## src/hdl/mrss_pkg.sv

```systemverilog
`timescale 1ns / 1ps
// ----------------------------------------------------------------------------
// Matrix row sum sorter package
// Shared types, codes and constants for the controller and the datapath.
// ----------------------------------------------------------------------------
package mrss_pkg;

	localparam int ELEM_W    = 32;
	localparam int SUM_W     = 36;
	localparam int CFG_W     = 5;
	localparam int REG_IDX_W = 2;

	localparam logic [CFG_W-1:0] CFG_RESET = CFG_W'(16);

	localparam logic [REG_IDX_W-1:0] REG_ROWS = REG_IDX_W'(0);
	localparam logic [REG_IDX_W-1:0] REG_COLS = REG_IDX_W'(1);

	localparam logic signed [SUM_W-1:0] SUM_MAX = {1'b0, {(SUM_W-1){1'b1}}};
	localparam logic signed [SUM_W-1:0] SUM_MIN = {1'b1, {(SUM_W-1){1'b0}}};

	typedef enum logic {
		KIND_LOAD = 1'b0,
		KIND_READ = 1'b1
	} kind_t;

	typedef enum logic [1:0] {
		KSEL_I,
		KSEL_J,
		KSEL_ROW
	} key_sel_t;

	typedef enum logic [3:0] {
		ST_IDLE,
		ST_SORT_RDI,
		ST_SORT_CAPI,
		ST_SORT_RDJ,
		ST_SORT_CMPJ,
		ST_SORT_WRI,
		ST_RD_KEY,
		ST_RD_ELEM,
		ST_RD_OUT,
		ST_NR_OUT
	} state_t;

	typedef struct packed {
		logic     load;
		logic     key_rd;
		key_sel_t key_sel;
		logic     cap_i;
		logic     cmp_j;
		logic     wr_i;
		logic     next_i;
		logic     sort_done;
		logic     elem_rd;
		logic     out_load;
		logic     out_err;
	} dp_cmd_t;

	typedef struct packed {
		logic load_last;
		logic i_last;
		logic j_last;
		logic sorted_ready;
		logic out_free;
	} dp_status_t;

endpackage

```

## src/hdl/mrss_ctrl.sv

```systemverilog
`timescale 1ns / 1ps
// ----------------------------------------------------------------------------
// Matrix row sum sorter controller
// Sequences loads, the exchange sort over the key table and sorted reads.
// ----------------------------------------------------------------------------
module mrss_ctrl import mrss_pkg::*; (
	input  logic       clk,
	input  logic       arst_n,
	input  logic       in_valid,
	input  logic       kind,
	output logic       in_ready,
	input  dp_status_t status,
	output dp_cmd_t    cmd
);

	state_t state_q, state_next;

	always_ff @(posedge clk or negedge arst_n) begin
		if (!arst_n) begin
			state_q <= ST_IDLE;
		end else begin
			state_q <= state_next;
		end
	end

	always_comb begin
		state_next = state_q;
		unique case (state_q)
			ST_IDLE: begin
				if (in_valid) begin
					if (kind_t'(kind) == KIND_LOAD) begin
						if (status.load_last) begin
							state_next = ST_SORT_RDI;
						end
					end else if (status.sorted_ready) begin
						state_next = ST_RD_KEY;
					end else begin
						state_next = ST_NR_OUT;
					end
				end
			end
			ST_SORT_RDI:  state_next = ST_SORT_CAPI;
			ST_SORT_CAPI: state_next = status.i_last ? ST_SORT_WRI : ST_SORT_RDJ;
			ST_SORT_RDJ:  state_next = ST_SORT_CMPJ;
			ST_SORT_CMPJ: state_next = status.j_last ? ST_SORT_WRI : ST_SORT_RDJ;
			ST_SORT_WRI:  state_next = status.i_last ? ST_IDLE : ST_SORT_RDI;
			ST_RD_KEY:    state_next = ST_RD_ELEM;
			ST_RD_ELEM:   state_next = ST_RD_OUT;
			ST_RD_OUT: begin
				if (status.out_free) begin
					state_next = ST_IDLE;
				end
			end
			ST_NR_OUT: begin
				if (status.out_free) begin
					state_next = ST_IDLE;
				end
			end
			default: state_next = ST_IDLE;
		endcase
	end

	always_comb begin
		cmd      = '0;
		in_ready = 1'b0;
		unique case (state_q)
			ST_IDLE: begin
				in_ready = 1'b1;
				cmd.load = in_valid && (kind_t'(kind) == KIND_LOAD);
			end
			ST_SORT_RDI: begin
				cmd.key_rd  = 1'b1;
				cmd.key_sel = KSEL_I;
			end
			ST_SORT_CAPI: cmd.cap_i = 1'b1;
			ST_SORT_RDJ: begin
				cmd.key_rd  = 1'b1;
				cmd.key_sel = KSEL_J;
			end
			ST_SORT_CMPJ: cmd.cmp_j = 1'b1;
			ST_SORT_WRI: begin
				cmd.wr_i      = 1'b1;
				cmd.sort_done = status.i_last;
				cmd.next_i    = !status.i_last;
			end
			ST_RD_KEY: begin
				cmd.key_rd  = 1'b1;
				cmd.key_sel = KSEL_ROW;
			end
			ST_RD_ELEM: cmd.elem_rd = 1'b1;
			ST_RD_OUT:  cmd.out_load = status.out_free;
			ST_NR_OUT: begin
				cmd.out_load = status.out_free;
				cmd.out_err  = status.out_free;
			end
			default: cmd = '0;
		endcase
	end

endmodule

```

## config.mk

```make
export PLATFORM = sky130hd
export DESIGN_NAME = mrss_ctrl
export DESIGN_NICKNAME = d
export VERILOG_FILES = /design/src/hdl/mrss_pkg.sv /design/src/hdl/mrss_ctrl.sv
export SDC_FILE = /design/constraint.sdc
export NUM_CORES = 1
export LEC_CHECK = 0
export BUFFER_PORTS_ARGS = -buffer_cell sky130_fd_sc_hd__buf_2
export CORE_AREA = 5 5 42 44
export CTS_CLUSTER_SIZE = 20
export DETAILED_ROUTE_END_ITERATION = 10
export DIE_AREA = 0 0 47 49
export PLACE_DENSITY = 0.72
export SLEW_MARGIN = 20
export SYNTH_ARGS = -nofsm -noshare
export SYNTH_HDL_FRONTEND = slang
export SYNTH_SLANG_ARGS = --single-unit
```

## constraint.sdc

```tcl
create_clock -name clk -period 1.48 [get_ports clk]
set_clock_uncertainty 0.15 [all_clocks]
set_input_delay 0.444 -clock clk [delete_from_list [all_inputs] [get_ports clk]]
set_output_delay 0.444 -clock clk [all_outputs]
set_load 0.02 [all_outputs]
```

Yosys cells after proc, flatten, opt, wreduce, memory -nomap -nowiden
Cells that the tools add are included.
Word-level totals
  logic and storage cells: 37
  input bits: 9
  output and inout port bits: 13
  bits in registers: 4
Operators by class
  bitwise gates (word level): 1
  muxes and demuxes: 18
  eq/ne operators: 12
  reduce and logical (&&, ||, !) cells: 5
Operators by type and width (number)
  4-bit one-hot mux with 9 select lines: 1
  4-bit 2-to-1 mux: 5
  4-bit by 3-bit == test with 1-bit output, second input constant: 4
  3-bit 2-to-1 mux: 3
  3-bit one-hot mux with 3 select lines: 1
  4-bit by 2-bit == test with 1-bit output, second input constant: 2
  4-bit == test, second input constant: 2
  1-bit 2-to-1 mux: 8
  4-bit by 1-bit == test with 1-bit output, second input constant: 1
  4-bit logical NOT: 1
  3-bit != test, second input constant: 1
  3-bit AND reduction: 1
  2-bit by 1-bit != test with 1-bit output, second input constant: 1
  2-bit != test, second input constant: 1
  2-bit OR reduction: 1
  1-bit logical AND: 1
  1-bit logical NOT: 1
  1-bit inverter: 1

Depth between registers and ports, before layout
  depth in word-level cells: 4
  gate-level depth with buffers: 5
  gate-level depth less buffers: 3

Least setup slack after synthesis
No wires, ideal clock.
  path type: register to output
  start: reg state_q[1]
  end: out cmd[11] in the netlist's numbering
  arrival time: 1232 ps
  setup slack: -346 ps
  stages on the path, launching flop included: 3
  path through: dfrtp_1 nor4_4 and3b_1
RTL lines
  start, declared: line mrss_ctrl.sv:16  | state_t state_q, state_next;
  start signal, assigned: line mrss_ctrl.sv:22  | state_q <= state_next;
  end, declared: line mrss_ctrl.sv:13  | output dp_cmd_t cmd

==> flow_summary.json <==
{
  "top_register": "state_q",
  "p_leak_uw": 0.000502,
  "finalWeightedCongestion": 0.864,
  "drv_cap": 0,
  "clock-root-buffer": "clkbuf_4",
  "fin_crit_ps": 1960,
  "fmax_mhz": 510,
  "path_clk_slew_ps": 50,
  "crit_path_cell_trace": "buf_4, nor2_4, and3_4, and2_4, buf_6",
  "critPathLaunchType": "flip-flop",
  "floorplan.initialDensity_pct": 31.5,
  "synth_area_um2": 442,
  "numPortBuffers": 21,
  "yosys_warnings": 0,
  "viasPerCell": 5.23,
  "num_vias": 649,
  "fin_ws_ps": -480,
  "fin_crit_sh_pct": 132,
  "cp_max_fo": 4,
  "synthesis.instances": 53,
  "post_drt_wl_per_cell_um": 17.9,
  "avgSynthCellArea_um2": 8.33,
  "final_cell_mix": "buf_4 (23), buf_6 (21), buf_2 (8)",
  "ys_ff_latch": 4,
  "cts_tree": "done",
  "grt_max_degree": 9,
  "maxSlewViolCount": 0,
  "chipHeight_um": 49,
  "critPathKind": "reg -> out",
  "htreeDepth": 1,
  "ant_nets": 0,
  "mostFrequentLayoutCell": "buf_4",
  "setup_viol": 17,
  "cpPeakStageDelay_ps": 440,
  "dp_hpwl_um": 1030,
  "rows": 14,
  "ff2ff_path_depth": 5,
  "synth_cell_type_count": 31,
  "drive_above_1_share_pct": 77.8,
  "core_region_area_um2": 1400,
  "num_io_pins": 22,
  "hold_class": "in -> async",
  "p_clk_share_pct": 7.1,
  "syn_to_final_growth_pct": 150,
  "reg2reg_from": "state_q[1]",
  "fin_area_um2": 1100,
  "seqPwrFrac_pct": 11.0,
  "grt_setup_unrepaired": "yes",
  "routed_wl_um": 2220,
  "drc": 0,
  "synth.area.top_cells": "dfrtp_1 (23%), nor3_1 (5.7%), nor2_1 (5.1%)",
  "dr.pass1.iters": 4,
  "ir_worst_vdd_mv": 1.58,
  "slowest_stage": "dfrtp_2",
  "dominantRegCellSynth": "dfrtp_1",
  "violations": "setup timing",
  "powerDensity_nw_per_um2": 2100,
  "p_int_uw": 1330,
  "antenna_found_initial": 0,
  "synth_fp_nets": 62,
  "grt.total_usage_pct": 16.3,
  "r2r-end": "state_q[0]",
  "cts_buffer_depth": 2,
  "switching_share_pct": 42.6,
  "status": "finished, violations left",
  "die_width_um": 47,
  "synth_edf_count": 0,
  "largest_register_ffs": 4,
  "dieArea_um2": 2300,
  "r2r_slack_ps": -180,
  "worst_slew_pin_slew_ps": 394,
  "antenna-diode-count": 0,
  "slew_headroom_pct": 73.5,
  "finalHoldViolCount": 0,
  "arrival_ps": 1370,
  "drt-initial-drc-count": 11,
  "synth_top_area_cell": "dfrtp_1",
  "cts_buffers": 3,
  "place_ws_ps": -260,
  "grt_pass1_wl_um": 2740,
  "synth_top_area_share_pct": 22.7,
  "cp_data_required_time_ps": 890,
  "combPwrFrac_pct": 81.9,
  "reg_top3": "state_q (4)",
  "clk_latency_ps": 250,
  "place_area_um2": 741,
  "overflow": 0,
  "p_switching_uw": 986,
  "ys_seq_area_share_pct": 22.7,
  "endpoint_kind": "output port",
  "cts.sink_count": 4,
  "first_global_vias": 622,
  "postSynth.asyncResetShare_pct": 100,
  "layout.nets": 118
}
-- power groups by stage --
stage | Clock, uW | Sequential (uW) | Combinational (uW)
6_report | 165 | 255 | 1890
5_1_grt | 175 | 259 | 2020
4_1_cts | 158 | 260 | 1460
3_5_place_dp | 0 | 246 | 1100
3_3_place_gp | 0 | 249 | 1090
2_1_floorplan | 0 | 221 | 840
-- cell usage after synthesis, types with 2 or more instances --
| cell | count |
|---|---|
| nor2_1 | 6 |
| dfrtp_1 | 4 |
| a21o_1 | 2 |
| and2_1 | 2 |
| nand2_1 | 3 |
| buf_4 | 2 |
| nor3_1 | 5 |
| nand2b_1 | 3 |
| and3_1 | 2 |
| a21oi_1 | 2 |
| a31oi_1 | 2 |
-- final cells by class --
class / count / area [um2]
tap: 16 / 20.0
fill: 84 / 298
multi-input combinational: 43 / 435
sequential: 4 / 104
timing repair buffer: 56 / 514
inverter: 1 / 3.75
clock buffer: 4 / 26.3
-- routing by layer --
metal | vias to the layer above | routed length [um] | track usage (%)
met1 | 310 | 896 | 19.3
met4 | 0 | 71 | 6.91
li1 | 306 | - | -
met3 | 8 | 125 | 2.95
met2 | 25 | 1120 | 27.1
met5 | - | 0 | 0
-- worst max path at each step --
| stage | startpoint | endpoint | slack [ps] | cells after the start |
|---|---|---|---|---|
| 2_1_floorplan | state_q[1] | cmd[11] | -350 | 2 |
| 3_3_place_gp | state_q[2] | cmd[6] | -260 | 4 |
| 3_5_place_dp | state_q[1] | cmd[11] | -260 | 3 |
| 4_1_cts | state_q[3] | cmd[11] | -450 | 3 |
| 5_1_grt | state_q[2] | cmd[0] | -530 | 5 |
| 6_report | state_q[2] | cmd[0] | -480 | 5 |
-- repair_timing --
item	CTS	global route
buffers inserted	7	11
hold buffers	1	0
pin swaps	3	16
hold endpoints to repair	4	0
resized for setup	32	15
endpoints found under the setup margin	16	17
-- worst max-delay path, delay by kind of cell, from the launching register on --
family | cells | cell delay [ps]
buffers and inverters | 2 | 260
AND/OR/NAND/NOR | 3 | 420
flip-flops | 1 | 440
-- kinds of logic after synthesis --
logic type             share of synthesized area (%)
AOI/OAI and AO/OA                               21.2
and+or+nand+nor                                 44.8
buffers and inverters                           11.3
DFF                                             22.7
-- through the flow --
| step | power [uW] | setup TNS (ps) | hold slack, ps | instances | utilization, % |
|---|---|---|---|---|---|
| floorplan | 1060 | -1160 | -1.59 | 53 | - |
| global placement | 1330 | -2730 | 97.8 | 102 | 52.9 |
| detailed placement | 1340 | -2750 | 102 | 102 | 52.9 |
| CTS | 1880 | -5100 | 362 | 114 | 67.5 |
| global route | 2450 | -6580 | 379 | 124 | 78.8 |
| finish | 2310 | -5740 | 372 | 124 | 78.8 |
Note: power is estimated with default switching activity, not from simulation.
